`src/rtl/lwr_pkg.sv`:
```
// Package for the link weight rescaler: sizes, payload structs, register codes,
// microcode word format and the microcode ROM. No dependencies.
`timescale 1ns / 1ps
`default_nettype none
package lwr_pkg;

  localparam int NUM_LINKS  = 8;
  localparam int IDX_W      = (NUM_LINKS > 1) ? $clog2(NUM_LINKS) : 1;
  localparam int LINK_W     = 3;
  localparam int BW_W       = 32;
  localparam int WEIGHT_W   = 11;
  localparam int CFG_W      = 10;
  localparam int CFG_ADDR_W = 1;
  localparam int PC_W       = 4;

  localparam logic [WEIGHT_W-1:0] WEIGHT_SAT = '1;
  localparam logic [CFG_W-1:0]    MAX_WEIGHT_RESET = CFG_W'(16);
  localparam logic [CFG_W-1:0]    MIN_WEIGHT_RESET = CFG_W'(1);

  // register indexes on the config port
  localparam logic [CFG_ADDR_W-1:0] REG_MAX_WEIGHT = CFG_ADDR_W'(0);
  localparam logic [CFG_ADDR_W-1:0] REG_MIN_WEIGHT = CFG_ADDR_W'(1);

  typedef struct packed {
    logic [LINK_W-1:0] link_index;
    logic [BW_W-1:0]   bandwidth;
  } lwr_request_t;

  typedef struct packed {
    logic [LINK_W-1:0]   out_link;
    logic [WEIGHT_W-1:0] weight;
    logic                last;
  } lwr_result_t;

  typedef enum logic [3:0] {
    OP_NOP,
    OP_MAX,       // fold bandwidth[idx] into running maximum
    OP_DIV_TOP,   // start divider: max / scale
    OP_SETDIV,    // latch divisor, clamp zero to one
    OP_DIV_LINK,  // start divider: bandwidth[idx] / divisor
    OP_WSTORE,    // store fresh weight, track change
    OP_EMIT,      // emit one weight, commit it
    OP_END
  } lwr_op_t;

  typedef enum logic [1:0] {
    C_NEXT,       // fall through
    C_NOT_LAST,   // jump unless idx is the last link
    C_DIV_BUSY,   // jump while divider runs
    C_UNCHANGED   // jump when weight set is unchanged
  } lwr_cond_t;

  typedef struct packed {
    lwr_op_t         op;
    lwr_cond_t       cond;
    logic [PC_W-1:0] target;
  } lwr_uword_t;

  localparam logic [PC_W-1:0] PC_MAX      = PC_W'(0);
  localparam logic [PC_W-1:0] PC_DIV_WAIT = PC_W'(2);
  localparam logic [PC_W-1:0] PC_DIV_LINK = PC_W'(4);
  localparam logic [PC_W-1:0] PC_LW_WAIT  = PC_W'(5);
  localparam logic [PC_W-1:0] PC_EMIT     = PC_W'(8);
  localparam logic [PC_W-1:0] PC_END      = PC_W'(9);

  function automatic lwr_uword_t ucode_rom(input logic [PC_W-1:0] pc);
    lwr_uword_t w;
    w = '{op: OP_END, cond: C_NEXT, target: PC_MAX};
    case (pc)
      PC_W'(0): w = '{op: OP_MAX,      cond: C_NOT_LAST,  target: PC_MAX};
      PC_W'(1): w = '{op: OP_DIV_TOP,  cond: C_NEXT,      target: PC_MAX};
      PC_W'(2): w = '{op: OP_NOP,      cond: C_DIV_BUSY,  target: PC_DIV_WAIT};
      PC_W'(3): w = '{op: OP_SETDIV,   cond: C_NEXT,      target: PC_MAX};
      PC_W'(4): w = '{op: OP_DIV_LINK, cond: C_NEXT,      target: PC_MAX};
      PC_W'(5): w = '{op: OP_NOP,      cond: C_DIV_BUSY,  target: PC_LW_WAIT};
      PC_W'(6): w = '{op: OP_WSTORE,   cond: C_NOT_LAST,  target: PC_DIV_LINK};
      PC_W'(7): w = '{op: OP_NOP,      cond: C_UNCHANGED, target: PC_END};
      PC_W'(8): w = '{op: OP_EMIT,     cond: C_NOT_LAST,  target: PC_EMIT};
      PC_W'(9): w = '{op: OP_END,      cond: C_NEXT,      target: PC_MAX};
      default:  w = '{op: OP_END,      cond: C_NEXT,      target: PC_MAX};
    endcase
    return w;
  endfunction

endpackage
`default_nettype wire

```
`src/rtl/link_weight_rescaler_core.sv`:
```
// Link weight rescaler top level: microcode sequencer, link tables, result port.
// Depends on lwr_pkg and lwr_divider.
//
// Usage:
//   Request channel: drive request (link_index, bandwidth) and raise start;
//   the request is taken at a rising edge where start is high and busy low.
//   The bandwidth is written into the link table on that edge; busy then
//   stays high until the whole rescale has run.
//   Result channel: when the recomputed weight set differs from the stored
//   one, NUM_LINKS results come out on consecutive cycles in link order,
//   each marked by result_strobe for one cycle, last set on the final one.
//   If nothing changed, no result comes out. The receiver cannot stall:
//   each result is taken at the edge that ends its strobe cycle.
//   Config port: cfg_we/cfg_addr/cfg_wdata write max_weight or min_weight,
//   selected by cfg_addr; write them only while busy is low.
//   Sequence: a scan for the maximum (one link per cycle), then one divide
//   for the divisor and one per link, all on the single shared radix-2
//   divider. One request at a time.
//   Reset: synchronous; bandwidths clear to zero, stored weights to one,
//   max_weight to 16, min_weight to 1, sequencer idle.
`timescale 1ns / 1ps
`default_nettype none
module link_weight_rescaler_core
  import lwr_pkg::*;
(
  input  wire logic                  clk,
  input  wire logic                  rst,
  input  wire logic                  start,
  output logic                       busy,
  input  wire lwr_request_t          request,
  input  wire logic                  cfg_we,
  input  wire logic [CFG_ADDR_W-1:0] cfg_addr,
  input  wire logic [CFG_W-1:0]      cfg_wdata,
  output logic                       result_strobe,
  output lwr_result_t                result
);

  // config registers
  logic [CFG_W-1:0] max_weight;
  logic [CFG_W-1:0] min_weight;

  // link tables
  logic [BW_W-1:0]     bw_table     [NUM_LINKS];
  logic [WEIGHT_W-1:0] weight_table [NUM_LINKS];
  logic [WEIGHT_W-1:0] fresh_table  [NUM_LINKS];

  // sequencer
  logic [PC_W-1:0]  pc;
  logic [PC_W-1:0]  pc_next;
  logic [IDX_W-1:0] idx;
  lwr_uword_t       uword;
  logic             jump;
  logic             idx_last;
  logic             accept;

  // datapath
  logic [BW_W-1:0]     top;
  logic [BW_W-1:0]     divisor;
  logic                changed;
  logic [BW_W-1:0]     scale;
  logic                div_start;
  logic [BW_W-1:0]     div_dividend;
  logic [BW_W-1:0]     div_divisor;
  logic                div_busy;
  logic [BW_W-1:0]     div_quotient;
  logic [WEIGHT_W-1:0] w_fresh;

  assign accept   = start && !busy;
  assign uword    = ucode_rom(pc);
  assign idx_last = (idx == IDX_W'(NUM_LINKS - 1));

  // zero max_weight acts as one
  assign scale = (max_weight == '0) ? BW_W'(1) : BW_W'(max_weight);

  always_comb begin
    case (uword.cond)
      C_NEXT:      jump = 1'b0;
      C_NOT_LAST:  jump = !idx_last;
      C_DIV_BUSY:  jump = div_busy;
      C_UNCHANGED: jump = !changed;
      default:     jump = 1'b0;
    endcase
  end

  always_comb begin
    if (accept) begin
      pc_next = PC_MAX;
    end else if (jump) begin
      pc_next = uword.target;
    end else begin
      pc_next = pc + PC_W'(1);
    end
  end

  // divider operand select
  assign div_start    = busy && (uword.op == OP_DIV_TOP || uword.op == OP_DIV_LINK);
  assign div_dividend = (uword.op == OP_DIV_TOP) ? top : bw_table[idx];
  assign div_divisor  = (uword.op == OP_DIV_TOP) ? scale : divisor;

  lwr_divider u_div (
    .clk      (clk),
    .rst      (rst),
    .start    (div_start),
    .dividend (div_dividend),
    .divisor  (div_divisor),
    .busy     (div_busy),
    .quotient (div_quotient)
  );

  // zero weight -> min_weight, large weight saturates
  always_comb begin
    if (div_quotient == '0) begin
      w_fresh = WEIGHT_W'(min_weight);
    end else if (div_quotient > BW_W'(WEIGHT_SAT)) begin
      w_fresh = WEIGHT_SAT;
    end else begin
      w_fresh = div_quotient[WEIGHT_W-1:0];
    end
  end

  always_ff @(posedge clk) begin
    if (rst) begin
      max_weight <= MAX_WEIGHT_RESET;
      min_weight <= MIN_WEIGHT_RESET;
    end else if (cfg_we) begin
      case (cfg_addr)
        REG_MAX_WEIGHT: max_weight <= cfg_wdata;
        REG_MIN_WEIGHT: min_weight <= cfg_wdata;
        default: ;
      endcase
    end
  end

  // sequencer control
  always_ff @(posedge clk) begin
    if (rst) begin
      busy <= 1'b0;
      pc   <= PC_MAX;
      idx  <= '0;
    end else if (accept) begin
      busy <= 1'b1;
      pc   <= pc_next;
      idx  <= '0;
    end else if (busy) begin
      pc <= pc_next;
      if (uword.op == OP_END) begin
        busy <= 1'b0;
      end
      // loop ops step the link index, wrapping to zero after the last link
      if (uword.op == OP_MAX || uword.op == OP_WSTORE || uword.op == OP_EMIT) begin
        idx <= idx_last ? '0 : idx + IDX_W'(1);
      end
    end
  end

  // tables with reset values
  always_ff @(posedge clk) begin
    if (rst) begin
      for (int i = 0; i < NUM_LINKS; i++) begin
        bw_table[i]     <= '0;
        weight_table[i] <= WEIGHT_W'(1);
      end
    end else begin
      if (accept && ({1'b0, request.link_index} < (LINK_W + 1)'(NUM_LINKS))) begin
        bw_table[request.link_index[IDX_W-1:0]] <= request.bandwidth;
      end
      if (busy && uword.op == OP_EMIT) begin
        weight_table[idx] <= fresh_table[idx];
      end
    end
  end

  // datapath registers
  always_ff @(posedge clk) begin
    if (accept) begin
      top <= '0;
    end else if (busy && uword.op == OP_MAX && bw_table[idx] > top) begin
      top <= bw_table[idx];
    end
    if (busy && uword.op == OP_SETDIV) begin
      divisor <= (div_quotient == '0) ? BW_W'(1) : div_quotient;
    end
    if (busy && uword.op == OP_WSTORE) begin
      fresh_table[idx] <= w_fresh;
    end
  end

  always_ff @(posedge clk) begin
    if (rst) begin
      changed <= 1'b0;
    end else if (busy && uword.op == OP_SETDIV) begin
      changed <= 1'b0;
    end else if (busy && uword.op == OP_WSTORE && w_fresh != weight_table[idx]) begin
      changed <= 1'b1;
    end
  end

  // registered result port
  always_ff @(posedge clk) begin
    if (rst) begin
      result_strobe <= 1'b0;
    end else begin
      result_strobe <= busy && (uword.op == OP_EMIT);
    end
  end

  always_ff @(posedge clk) begin
    if (busy && uword.op == OP_EMIT) begin
      result.out_link <= LINK_W'(idx);
      result.weight   <= fresh_table[idx];
      result.last     <= idx_last;
    end
  end

endmodule
`default_nettype wire

```
`src/rtl/lwr_divider.sv`:
```
// Restoring radix-2 unsigned divider, one quotient bit per cycle.
// Depends on lwr_pkg (BW_W).
`timescale 1ns / 1ps
`default_nettype none
module lwr_divider
  import lwr_pkg::*;
(
  input  wire logic            clk,
  input  wire logic            rst,
  input  wire logic            start,
  input  wire logic [BW_W-1:0] dividend,
  input  wire logic [BW_W-1:0] divisor,
  output logic                 busy,
  output logic [BW_W-1:0]      quotient
);

  localparam int CNT_W = $clog2(BW_W + 1);

  logic [BW_W-1:0]  rem;
  logic [BW_W-1:0]  quo;
  logic [BW_W-1:0]  dsr;
  logic [CNT_W-1:0] count;
  logic [BW_W+1:0]  trial;

  // shift in next dividend bit, try subtract
  assign trial = {1'b0, rem, quo[BW_W-1]} - {2'b00, dsr};

  always_ff @(posedge clk) begin
    if (rst) begin
      busy  <= 1'b0;
      count <= '0;
    end else if (start) begin
      busy  <= 1'b1;
      count <= CNT_W'(BW_W);
    end else if (busy) begin
      count <= count - CNT_W'(1);
      if (count == CNT_W'(1)) begin
        busy <= 1'b0;
      end
    end
  end

  always_ff @(posedge clk) begin
    if (start) begin
      rem <= '0;
      quo <= dividend;
      dsr <= divisor;
    end else if (busy) begin
      if (!trial[BW_W+1]) begin
        rem <= trial[BW_W-1:0];
        quo <= {quo[BW_W-2:0], 1'b1};
      end else begin
        rem <= {rem[BW_W-2:0], quo[BW_W-1]};
        quo <= {quo[BW_W-2:0], 1'b0};
      end
    end
  end

  assign quotient = quo;

endmodule
`default_nettype wire

```
`config.mk`:
```
export PLATFORM = sky130hd
export DESIGN_NAME = link_weight_rescaler_core
export DESIGN_NICKNAME = d
export VERILOG_FILES = /design/src/rtl/lwr_pkg.sv /design/src/rtl/link_weight_rescaler_core.sv /design/src/rtl/lwr_divider.sv
export SDC_FILE = /design/constraint.sdc
export NUM_CORES = 1
export LEC_CHECK = 0
export BUFFER_PORTS_ARGS = -buffer_cell sky130_fd_sc_hd__buf_2
export CAP_MARGIN = 20
export CORE_MARGIN = 1
export CORE_UTILIZATION = 30
export DETAILED_ROUTE_END_ITERATION = 8
export GPL_TIMING_DRIVEN = 0
export PLACE_DENSITY = 0.51
export SLEW_MARGIN = 20
export SYNTH_ARGS = -nofsm -noshare
export SYNTH_HDL_FRONTEND = slang
export SYNTH_SLANG_ARGS = --single-unit
```
`constraint.sdc`:
```
create_clock -name clk -period 4.4 [get_ports clk]
set_input_delay 0 -clock clk [delete_from_list [all_inputs] [get_ports clk]]
set_output_delay 0 -clock clk [all_outputs]
set_load 0.05 [all_outputs]
```
==> results.md, run 1 <==
* Outcome: finished, final reports clean
* Smallest setup slack after layout at 0.1303 ns
* Final clock period utilization by the worst path at 0.9704
* Clock transition time at the flip-flop clock pins of the worst setup and hold paths at around 0.060 ns
* Number of max-cap violations at 0
* Number of buffers and inverters on the critical path at 7
* Instance area after placement at about 0.033 mm²
* Total number of vias at 19140
* Maximum clock frequency at 234.2 MHz
* Basic-gate share of the synthesized area counting and, or, nand and nor cells at 0.1337
* Multiplexer share of the synthesized area at 0.1168
* Total Die Area at between 0.1 and 0.15 mm²
* Max Buffers Root-to-Sink at 3
* Yosys warnings at 0
* Total count of hold-check failures in the final report at 0
* Sequential area share after synthesis at 0.6093
* Shortest period the worst path allows at around 4.3 ns
* Ys async rst share at 0
* Total GRT Usage at 0.1543
* Area share of xor/xnor cells in the synthesized design at 0.009772
* Synthesized-area fraction occupied by ao, oa, aoi and oai cells at 0.06303
* Worst slew margin relative to its limit at 0.2650
* Number of rows in the core area at 116
* Critical Path Source Type: register
* Leakage Power at roughly 13 nW
* Placement-stage worst setup slack at -1.916 ns
* IO Port Bufs at between 60 and 70
* Maximum number of pins on one net before global-route repair at 34
* TritonCTS clock tree: done
* Sum of overflow across all layers after global routing at 0
* Total clock sinks at 656
* Main combinational cell family by area after synthesis: simple AND/OR/NAND/NOR gates
* Number of iterations in the first detailed-routing pass at 5
* Number of global-route vias before repair at just under 20000
* Count of H-tree levels built during CTS at 3
* Transition at the pin with the smallest max-transition slack at roughly 1.1 ns
* Class of the most critical setup path: reg -> reg
* Family of cells with the greatest summed delay on the critical path: buffers and inverters
* Number of buffers inserted during clock tree synthesis at 73
* Number of DRC violations after detailed routing at 0
* Drt via density at ~4.8
* HP Class: in -> reg
* Placer congestion estimate at between 0.8 and 0.9
* Layout area overhead at 17.71%
* Area of all placed cells without fillers at 0.03587 mm²
* Total power density per cell area at just over 400 mW/mm²
* Worst path max stage delay at between 0.3 and 0.4 ns
* Fraction of the mapped netlist area in adder cells at 0.03063
* Arrival time at the worst endpoint at about 4.7 ns
* Worst clock skew at ~0.026 ns
* Vertical extent of the die at ~320 µm
* DRT antenna net count at 0
* Mapped Cells at 2368
* Post-detail-place hpwl at around 55000 µm
* Max Fanout on Critical Path at 10
* Initial standard-cell utilization of the core at 0.3034
* Number of synthesized flops with an enable pin at 543
* Worst EP required at roughly 4.9 ns
* Top-Level Pins at 67
* Wire length of the first global-routing pass at approximately 120000 µm
* Root buffer cell: sky130_fd_sc_hd__clkbuf_16
* Max-slew violation count at 0
* DRC marker count from the first detailed-route iteration at 1398
* Final-report setup violation count at 0
* Unique cell type count in the Yosys netlist at 69
* Die span in x at roughly 320 µm
* Number of synthesized register bits at 656
* Net count after synthesis at roughly 2500
* Core area at around 0.1 mm²
* Syn_area_per_cell at ~13 µm²
* Most instantiated flip-flop cell in the synthesis netlist: sky130_fd_sc_hd__edfxtp_1
* Slowest stage cell, crit path: sky130_fd_sc_hd__mux4_2
* Power after layout at between 10 and 15 mW
* Cell Area, Synth at just over 0.03 mm²
* RSZ-0062 raised after global routing: false
* Peak supply drop at 0.2856 mV
* Nature of the critical path endpoint: register
* Fraction of final layout cells with drive strength greater than 1 at 0.1497
* NumNets Final at between 2000 and 3000
* Final routed wire length divided by cell count at about 20 µm
* Source-to-sink clock delay at the later pin of the worst-skew pair at ~0.64 ns
* Wire length after detailed routing at between 70000 and 80000 µm
* Crit path cell chain: clkbuf_4 -> buf_4 -> clkbuf_8 -> clkbuf_8 -> mux4_2 -> mux2i_4 -> inv_1 -> ha_1 -> nand4_1 -> or2_2 -> nor3_2 -> and3_1 -> nand2_1 -> nand3_1 -> a21oi_2 -> buf_4 -> buf_6 -> mux2i_1
* Antenna violations before repair at 4
cells by family (layout without fill, tap and decap cells):
group / Yosys count / in the layout
simple gates: 793 / 793
flops: 656 / 656
compound gates: 309 / 309
buf+inv: 283 / 541
mux: 219 / 219
fa+ha+maj: 74 / 74
xor+xnor: 34 / 34
other cells: 0 / 2
cell usage after synthesis, types with 6 or more instances:
cell type / count / share of area
sky130_fd_sc_hd__inv_1: 129 / 0.016
sky130_fd_sc_hd__nand2b_1: 16 / 0.0033
sky130_fd_sc_hd__xnor2_1: 26 / 0.0075
sky130_fd_sc_hd__a31oi_1: 11 / 0.0023
sky130_fd_sc_hd__nor4_1: 11 / 0.0023
sky130_fd_sc_hd__clkbuf_1: 119 / 0.015
sky130_fd_sc_hd__o21a_1: 6 / 0.0015
sky130_fd_sc_hd__nand3_1: 28 / 0.0046
sky130_fd_sc_hd__a22oi_1: 6 / 0.0015
sky130_fd_sc_hd__and3_1: 8 / 0.0016
sky130_fd_sc_hd__nor3_1: 29 / 0.0048
sky130_fd_sc_hd__o21ai_0: 84 / 0.014
sky130_fd_sc_hd__nor2b_1: 42 / 0.0086
sky130_fd_sc_hd__xor2_1: 8 / 0.0023
sky130_fd_sc_hd__a21oi_1: 107 / 0.018
sky130_fd_sc_hd__nor2_1: 176 / 0.022
sky130_fd_sc_hd__mux2_2: 12 / 0.0044
sky130_fd_sc_hd__a32oi_1: 8 / 0.0023
sky130_fd_sc_hd__buf_2: 18 / 0.0030
sky130_fd_sc_hd__dfxtp_1: 113 / 0.074
sky130_fd_sc_hd__edfxtp_1: 543 / 0.54
sky130_fd_sc_hd__and2_1: 262 / 0.054
sky130_fd_sc_hd__buf_4: 6 / 0.0015
sky130_fd_sc_hd__nand2_1: 168 / 0.021
sky130_fd_sc_hd__ha_1: 73 / 0.030
sky130_fd_sc_hd__buf_1: 9 / 0.0011
sky130_fd_sc_hd__or2_2: 14 / 0.0029
sky130_fd_sc_hd__a211o_1: 7 / 0.0020
sky130_fd_sc_hd__a211oi_1: 9 / 0.0022
sky130_fd_sc_hd__mux2i_1: 99 / 0.033
sky130_fd_sc_hd__a21o_1: 27 / 0.0067
sky130_fd_sc_hd__nand4_1: 13 / 0.0027
sky130_fd_sc_hd__mux4_2: 108 / 0.080
registers in the layout (all words and copies together) (netlist names), 15 cells and up, named ones only:
name and count:
weight_table 88, fresh_table 88, u_div.dsr 32, u_div.rem 32, top 32, bw_table 256, divisor 32, result 15
u_div.quotient 32
power by group:
part | switching (mW) | internal [mW] | leakage (nW)
clock network | 2.53 | 3.70 | 1.17
logic | 0.788 | 0.562 | 5.52
registers | 0.109 | 6.91 | 5.90
total | 3.43 | 11.2 | 12.6
routing by layer:
metal / track usage / part of all wire / vias to the layer above
met1: 0.2061 / 0.45 / 9658
met4: 0.03796 / 0.017 / 6
met5: 0 / 0.00043 / -
met3: 0.02343 / 0.041 / 102
li1: - / - / 8985
met2: 0.2613 / 0.49 / 390
per-stage QoR:
step	std cells	hold WS [ns]	TNS [ns]	utilization
after floorplan	2368	0.1212	0	-
after global placement	3790	0.2767	-58.54	0.3236
after detailed placement	3796	0.2695	-60.01	0.3247
after CTS	3983	0.09430	0	0.3564
after global routing	3984	0.1782	0	0.3571
final	3985	0.1664	0	0.3571
cell type report:
type | count | area, µm²
fillers | 9855 | 64570
flip-flops and latches | 656 | 18570
multi-input cells | 1429 | 10970
clock buffers | 97 | 1969
well taps | 1357 | 1698
repair buffers | 128 | 979.7
plain buffers | 152 | 768.2
inverters | 129 | 484.2
clock inverters | 35 | 431.7
diodes | 2 | 5.005
path summary, 6_finish.rpt:
kind         slack, ns      from  cells after the start       to
max               0.13  register                     18   top[2]
min               0.17       rst                      2    pc[2]
max reg2reg       0.13  register                     18   top[2]
min reg2reg       0.47   top[15]                      2  top[15]
cells in the final DEF (no fill, tap or decap), drive strengths merged, types with 56 or more instances in the layout:
master,netlist,layout
edfxtp,543,543
and2,263,263
clkbuf,119,216
nor2,177,177
nand2,168,168
inv,129,134
dfxtp,113,113
mux4,108,108
a21oi,108,108
buf,34,105
mux2i,99,99
o21ai,84,84
ha,73,73
dlygate4sd3,1,56
what timing repair did:
item / in CTS / in global routing
hold buffers: 55 / 0
setup endpoints to repair: 32 / 32
pin swaps: 1 / 0
setup buffers: 2 / 0
resized for setup: 70 / 17
hold endpoints to repair: 279 / 0
(Power assumes the default switching activity.)
==> run 2: changes to the inputs <==
--- a/config.mk
+++ b/config.mk
@@ -7,6 +7,7 @@
 export LEC_CHECK = 0
 export BUFFER_PORTS_ARGS = -buffer_cell sky130_fd_sc_hd__buf_2
 export CAP_MARGIN = 20
+export CORE_ASPECT_RATIO = 1.4
 export CORE_MARGIN = 1
 export CORE_UTILIZATION = 30
 export DETAILED_ROUTE_END_ITERATION = 8
==> results.md, run 2 (synthesis results as in run 1) <==
* Layout area overhead at 16.91% (was 17.71%)
* Transition at the pin with the smallest max-transition slack at 1.110 ns (was 1.102 ns)
* Wire length after detailed routing at 77170 µm (was 79130 µm)
* Total power density per cell area at 394.4 mW/mm² (was 407.0 mW/mm²)
* Max-slew violation count at 0 (unchanged)
* Die span in x at 271.4 µm (was 320.7 µm)
* Combinational share of power at 0.095 (was 0.092)
* Final clock period utilization by the worst path at 0.9510 (was 0.9704)
* Final Util at 0.3533 (was 0.3571)
* NumNets Final at 2693 (unchanged)
* Shortest period the worst path allows at 4.184 ns (was 4.270 ns)
* Worst clock skew at 0.03068 ns (was 0.02597 ns)
* Max reg flops at 256 (unchanged)
* Largest registers ranked by flip-flop count: bw_table x256, fresh_table x88, weight_table x88 (unchanged)
* Sum of overflow across all layers after global routing at 0 (unchanged)
* DRT antenna net count at 0 (unchanged)
* Number of iterations in the first detailed-routing pass at 5 (unchanged)
* Number of DRC violations after detailed routing at 0 (unchanged)
* Antenna violations before repair at 5 (was 4)
* Maximum number of pins on one net before global-route repair at 34 (unchanged)
* Register ranked first by flip-flop count: bw_table (unchanged)
* Peak supply drop at 0.2606 mV (was 0.2856 mV)
* Worst EP required at 4.88 ns (about the same)
* Number of buffers and inverters on the critical path at 7 (unchanged)
* Total number of vias at 18840 (was 19140)
* Layout Cells excl Fill at 3954 (was 3985)
* Leakage Power at 12.50 nW (was 12.60 nW)
* Max Buffers Root-to-Sink at 3 (unchanged)
* Worst path max stage delay at 0.36 ns (about the same)
* Worst hold slack across all endpoints at 0.1474 ns (was 0.1664 ns)
* DRC marker count from the first detailed-route iteration at 1069 (was 1398)
* Maximum clock frequency at 239.0 MHz (was 234.2 MHz)
* Switching portion of total power at 0.2402 (was 0.2350)
* Number of buffers inserted during clock tree synthesis at 67 (was 73)
* Number of max-cap violations at 0 (unchanged)
* TritonCTS clock tree: done (unchanged)
* Drt via density at 4.765 (was 4.803)
* Root buffer cell: sky130_fd_sc_hd__clkbuf_16 (unchanged)
* Total GRT Usage at 0.1511 (was 0.1543)
* Highest-count cells in the layout ignoring fill and taps: 543 x sky130_fd_sc_hd__edfxtp_1, 262 x sky130_fd_sc_hd__and2_1, 171 x sky130_fd_sc_hd__nor2_1 (unchanged)
* Outcome: finished, final reports clean (unchanged)
* Cell Int Power at 10.68 mW (was 11.17 mW)
* Critical Path Source Type: register (unchanged)
* Total count of hold-check failures in the final report at 0 (unchanged)
* Final-report setup violation count at 0 (unchanged)
* Most numerous cell on the critical path: sky130_fd_sc_hd__buf_6
* IO Port Bufs at 65 (unchanged)
* Nature of the critical path endpoint: register (unchanged)
* Summed negative setup slack over all endpoints at 0 ns (unchanged)
* Class of the most critical setup path: reg -> reg (unchanged)
* Most frequent standard cell in the layout excluding fill and tap cells: sky130_fd_sc_hd__edfxtp_1 (unchanged)
* Vertical extent of the die at 379.1 µm (was 320.7 µm)
* Fraction of final layout cells with drive strength greater than 1 at 0.1484 (was 0.1497)
* Number of rows in the core area at 138 (was 116)
* Net switching power of the design at 3.375 mW (was 3.430 mW)
* Initial standard-cell utilization of the core at 0.3022 (was 0.3034)
* Met3 Resource Use GR at 0.02176 (was 0.02343)
* Part of the power in registers at 0.499 (was 0.481)
* Share of total power in the clock network at 0.406 (was 0.427)
* GR met2 Demand/Resource at 0.2871 (was 0.2613)
* Count of H-tree levels built during CTS at 3 (unchanged)
* Global-route track usage on met1 at 0.1701 (was 0.2061)
* Clock transition time at the flip-flop clock pins of the worst setup and hold paths at 0.06 ns (about the same)
* Placer congestion estimate at 0.8768 (was 0.8224)
* Max Fanout on Critical Path at 10 (unchanged)
* RSZ-0062 raised after global routing: false (unchanged)
* Source-to-sink clock delay at the later pin of the worst-skew pair at 0.64 ns (about the same)
* Post-detail-place hpwl at 54840 µm (was 54720 µm)
* Family of cells with the greatest summed delay on the critical path: buffers and inverters (unchanged)
* Core area at 0.1008 mm² (was 0.1004 mm²)
* Number of global-route vias before repair at 19660 (was 19710)
* Top-Level Pins at 67 (unchanged)
* GRT busiest layer: met2 (unchanged)
* Total clock sinks at 656 (unchanged)
* Final routed wire length divided by cell count at 19.52 µm (was 19.86 µm)
* Crit path cell chain: buf_2 -> buf_6 -> clkbuf_8 -> buf_6 -> mux4_2 -> mux2i_2 -> inv_1 -> ha_1 -> nand4_1 -> or2_2 -> nor3_4 -> and3_1 -> nand2_1 -> nand3_1 -> a21oi_2 -> buf_4 -> buf_6 -> mux2i_1 (was clkbuf_4 -> buf_4 -> clkbuf_8 -> clkbuf_8 -> mux4_2 -> mux2i_4 -> inv_1 -> ha_1 -> nand4_1 -> or2_2 -> nor3_2 -> and3_1 -> nand2_1 -> nand3_1 -> a21oi_2 -> buf_4 -> buf_6 -> mux2i_1)
* Placed instance count at 3767 (was 3796)
* Slowest stage cell, crit path: sky130_fd_sc_hd__or2_2 (was sky130_fd_sc_hd__mux4_2)
* HP Class: in -> reg (unchanged)
* Worst slew margin relative to its limit at 0.2570 (was 0.2650)
* Arrival time at the worst endpoint at 4.66 ns (was 4.74 ns)
* Wire length of the first global-routing pass at 117400 µm (was 120700 µm)
* Total Die Area at 0.1029 mm² (about the same)
==> run 2: cell types whose count changed in the layout (fill, tap and decap cells not counted), moves of 3 or more <==
cell and change:
sky130_fd_sc_hd__buf_4 -3, sky130_fd_sc_hd__bufinv_16 -5, sky130_fd_sc_hd__dlygate4sd3_1 +7, sky130_fd_sc_hd__clkbuf_16 -5
sky130_fd_sc_hd__mux2i_1 +5, sky130_fd_sc_hd__buf_2 +3, sky130_fd_sc_hd__clkbuf_4 -6, sky130_fd_sc_hd__mux2i_4 -3
sky130_fd_sc_hd__clkbuf_2 +3, sky130_fd_sc_hd__clkinvlp_4 +4, sky130_fd_sc_hd__clkbuf_1 -11
==> run 2: final timing paths <==
check           startpoint       endpoint  slack [ns]  cells after the start
max               register        top[10]        0.22                     18
min                    rst  result_strobe        0.15                      2
min reg2reg  min_weight[2]  min_weight[2]        0.46                      2
max reg2reg       register        top[10]        0.22                     18
==> run 2: final cells by class <==
cell class              instances  area (µm²)
fillers                      9884       65210
flip-flops and latches        656       18570
multi-input cells            1429       10930
clock buffers                  82        1817
well taps                    1330        1664
repair buffers                134        1040
plain buffers                 152       768.2
inverters                     129       484.2
clock inverters                39       344.1
diodes                          3       7.507
==> run 2: through the flow <==
step           total power, mW  cell area [µm²]  setup slack (ns)
2_1_floorplan            8.010            30470            0.3428
3_3_place_gp             8.376            32460            -1.761
3_5_place_dp             8.406            32570            -1.786
4_1_cts                  14.19            35530          0.004213
5_1_grt                  14.56            35630           0.01577
6_report                 14.05            35630            0.2157
==> run 2: worst register-to-register path, delay by kind of cell (launching register included) <==
family | cells | cell delay [ns]
multiplexers | 3 | 0.74
buffers and inverters | 7 | 1.34
flip-flops | 1 | 0.30
adder cells (fa/ha/maj) | 1 | 0.30
AND/OR/NAND/NOR | 6 | 1.30
AO/OA/AOI/OAI | 1 | 0.04
==> run 2: what timing repair did <==
action                     CTS  global route
pin swaps                    1             0
hold endpoints to repair   281             0
setup endpoints to repair   32            32
hold buffers                62             0
gates resized for setup     56            22
buffers inserted             2             0
==> run 2: power groups by stage <==
stage | Sequential (mW) | Clock, mW | Combinational [mW]
floorplan | 7.11 | 0 | 0.900
global placement | 7.14 | 0 | 1.24
detailed placement | 7.15 | 0 | 1.26
CTS | 7.02 | 5.84 | 1.33
global route | 7.04 | 6.04 | 1.47
finish | 7.02 | 5.70 | 1.33
==> run 2: routing by layer <==
layer	share of wire	vias up	wire, µm
met5	0.00016	-	12
met4	0.024	2	1888
met3	0.032	108	2460
met2	0.54	315	41440
met1	0.41	9433	31370
li1	-	8982	-
==> run 3: changes to the inputs <==
--- a/config.mk
+++ b/config.mk
@@ -13,6 +13,7 @@
 export DETAILED_ROUTE_END_ITERATION = 8
 export GPL_TIMING_DRIVEN = 0
 export PLACE_DENSITY = 0.51
+export RECOVER_POWER = 25
 export SLEW_MARGIN = 20
 export SYNTH_ARGS = -nofsm -noshare
 export SYNTH_HDL_FRONTEND = slang
==> results.md, run 3 (synthesis results as in run 1) <==
* Outcome: finished, final reports clean (unchanged)
* Max-slew violation count at 0 (unchanged)
* Peak supply drop at 0.2593 mV (was 0.2606 mV)
* Core area at 0.1008 mm² (unchanged)
* Critical Path Source Type: register (unchanged)
* Final routed wire length divided by cell count at 19.49 µm (was 19.52 µm)
* Most frequent standard cell in the layout excluding fill and tap cells: sky130_fd_sc_hd__edfxtp_1 (unchanged)
* Register ranked first by flip-flop count: bw_table (unchanged)
* Shortest period the worst path allows at 4.176 ns (was 4.184 ns)
* DRC marker count from the first detailed-route iteration at 1098 (was 1069)
* Combinational share of power at 0.095 (about the same)
* Drt via density at 4.764 (was 4.765)
* Vertical extent of the die at 379.1 µm (unchanged)
* Total power density per cell area at 395.5 mW/mm² (was 394.4 mW/mm²)
* Fraction of final layout cells with drive strength greater than 1 at 0.1358 (was 0.1484)
* Placed instance count at 3767 (unchanged)
* Worst hold slack across all endpoints at 0.1477 ns (was 0.1474 ns)
* IO Port Bufs at 65 (unchanged)
* TritonCTS clock tree: done (unchanged)
* Area taken by flip-flops and latches at 0.01857 mm² (unchanged)
* Crit path cell chain: buf_2 -> buf_6 -> clkbuf_8 -> buf_6 -> mux4_2 -> mux2i_2 -> inv_1 -> ha_1 -> nand4_1 -> or2_2 -> nor3_4 -> and3_1 -> nand2_1 -> nand3_1 -> a21oi_2 -> buf_4 -> buf_6 -> mux2i_1 (unchanged)
* Top-Level Pins at 67 (unchanged)
* Total clock sinks at 656 (unchanged)
* Total GRT Usage at 0.1511 (unchanged)
* Maximum clock frequency at 239.5 MHz (was 239.0 MHz)
* Antenna violations before repair at 5 (unchanged)
* Max reg flops at 256 (unchanged)
* Number of DRC violations after detailed routing at 0 (unchanged)
* Transition at the pin with the smallest max-transition slack at 1.279 ns (was 1.110 ns)
* Number of max-cap violations at 0 (unchanged)
* Leakage Power at 12.39 nW (was 12.50 nW)
* Wire length after detailed routing at 77050 µm (was 77170 µm)
* Total Die Area at 0.1029 mm² (unchanged)
* Max Fanout on Critical Path at 10 (unchanged)
* Slowest stage cell, crit path: sky130_fd_sc_hd__or2_2 (unchanged)
* Switching portion of total power at 0.2405 (was 0.2402)
* Number of global-route vias before repair at 19660 (unchanged)
* Post-detail-place hpwl at 54840 µm (unchanged)
* Sum of overflow across all layers after global routing at 0 (unchanged)
* Maximum number of pins on one net before global-route repair at 34 (unchanged)
* Number of buffers inserted during clock tree synthesis at 67 (unchanged)
* RSZ-0062 raised after global routing: false (unchanged)
* Fillers at 9909 (was 9884)
* Total count of hold-check failures in the final report at 0 (unchanged)
* Root buffer cell: sky130_fd_sc_hd__clkbuf_16 (unchanged)
* Final clock period utilization by the worst path at 0.9491 (was 0.9510)
* Number of iterations in the first detailed-routing pass at 7 (was 5)
* Highest-count cells in the layout ignoring fill and taps: 543 x sky130_fd_sc_hd__edfxtp_1, 216 x sky130_fd_sc_hd__and2_1, 172 x sky130_fd_sc_hd__nor2_1 (was 543 x sky130_fd_sc_hd__edfxtp_1, 262 x sky130_fd_sc_hd__and2_1, 171 x sky130_fd_sc_hd__nor2_1)
* NumNets Final at 2693 (unchanged)
* Layout Cells excl Fill at 3954 (unchanged)
* Nature of the critical path endpoint: register (unchanged)
* Cell Int Power at 10.67 mW (was 10.68 mW)
* DRT antenna net count at 0 (unchanged)
* Worst EP required at 4.88 ns (about the same)
* Wire length of the first global-routing pass at 117400 µm (unchanged)
* Die span in x at 271.4 µm (unchanged)
* Share of total power in the clock network at 0.406 (about the same)
* Part of the power in registers at 0.499 (about the same)
* Largest registers ranked by flip-flop count: bw_table x256, fresh_table x88, weight_table x88 (unchanged)
* Count of H-tree levels built during CTS at 3 (unchanged)
* HP Class: in -> reg (unchanged)
* Number of rows in the core area at 138 (unchanged)
* Max Buffers Root-to-Sink at 3 (unchanged)
* Most numerous cell on the critical path: sky130_fd_sc_hd__buf_6 (unchanged)
* Source-to-sink clock delay at the later pin of the worst-skew pair at 0.64 ns (about the same)
* Worst path max stage delay at 0.36 ns (about the same)
* Net switching power of the design at 3.380 mW (was 3.375 mW)
* Class of the most critical setup path: reg -> reg (unchanged)
* Worst clock skew at 0.03104 ns (was 0.03068 ns)
* Worst slew margin relative to its limit at 0.1473 (was 0.2570)
* Placer congestion estimate at 0.8768 (unchanged)
* Initial standard-cell utilization of the core at 0.3022 (unchanged)
* Multi-input combinational cell area at 0.01091 mm² (was 0.01093 mm²)
* Layout area overhead at 16.61% (was 16.91%)
* Final-report setup violation count at 0 (unchanged)
* Total number of vias at 18840 (about the same)
* Arrival time at the worst endpoint at 4.65 ns (was 4.66 ns)
* Clock transition time at the flip-flop clock pins of the worst setup and hold paths at 0.06 ns (about the same)
run 3: changes by cell type in the layout (fill, tap and decap cells not counted), sizes merged:
cell / previous run / this run
buf: 107 / 85
clkbuf: 197 / 219
run 3: critical path, delay by kind of cell, from the launching register on:
kind / cells / cell delay, ns
compound gates: 1 / 0.04
buf+inv: 7 / 1.32
fa+ha+maj: 1 / 0.30
mux: 3 / 0.73
flops: 1 / 0.30
simple gates: 6 / 1.29
run 3: power by group through the flow:
stage	logic [mW]	clock network, mW	registers (mW)
5_1_grt	1.47	6.04	7.04
4_1_cts	1.33	5.84	7.02
2_1_floorplan	0.900	0	7.11
3_3_place_gp	1.24	0	7.14
6_report	1.33	5.71	7.02
3_5_place_dp	1.26	0	7.15
run 3: layer usage:
layer  routed length, µm  up-vias  GRT usage
li1                    -     8981          -
met1               31130     9410     0.1701
met2               41540      338     0.2871
met3                2501      105    0.02176
met4                1861        2    0.05215
met5                  12        -          0
run 3: area by class of cell:
class / instances / share of cell area
multi-input combinational: 1429 / 0.3069
tap: 1330 / 0.04683
sequential: 656 / 0.5226
antenna: 3 / 0.0002113
clock inverter: 39 / 0.009683
buffer: 152 / 0.02137
inverter: 129 / 0.01363
timing repair buffer: 134 / 0.02771
clock buffer: 82 / 0.05112
run 3: through the flow:
step                        util  total power, mW  setup TNS (ns)  instance area, µm²  setup slack, ns
after floorplan                -            8.010               0               30470           0.3428
after global placement    0.3219            8.376          -55.16               32460           -1.761
after detailed placement  0.3230            8.406          -54.98               32570           -1.786
after CTS                 0.3524            14.19               0               35530         0.004213
after global routing      0.3524            14.56               0               35540          0.01577
final                     0.3524            14.06               0               35540           0.2238
run 3: path summary, 6_finish.rpt:
kind	startpoint	end	slack (ns)	cells after the start
setup / recovery	register	top[10]	0.22	18
hold / removal	rst	result_strobe	0.15	2
setup reg to reg	register	top[10]	0.22	18
hold reg to reg	min_weight[2]	min_weight[2]	0.46	2
run 3: repair_timing:
action | CTS | global route
endpoints found under the hold margin | 281 | 0
buffers inserted | 2 | 0
pin swaps | 1 | 0
setup endpoints to repair | 32 | 32
gates resized for setup | 56 | 22
hold buffers | 62 | 0
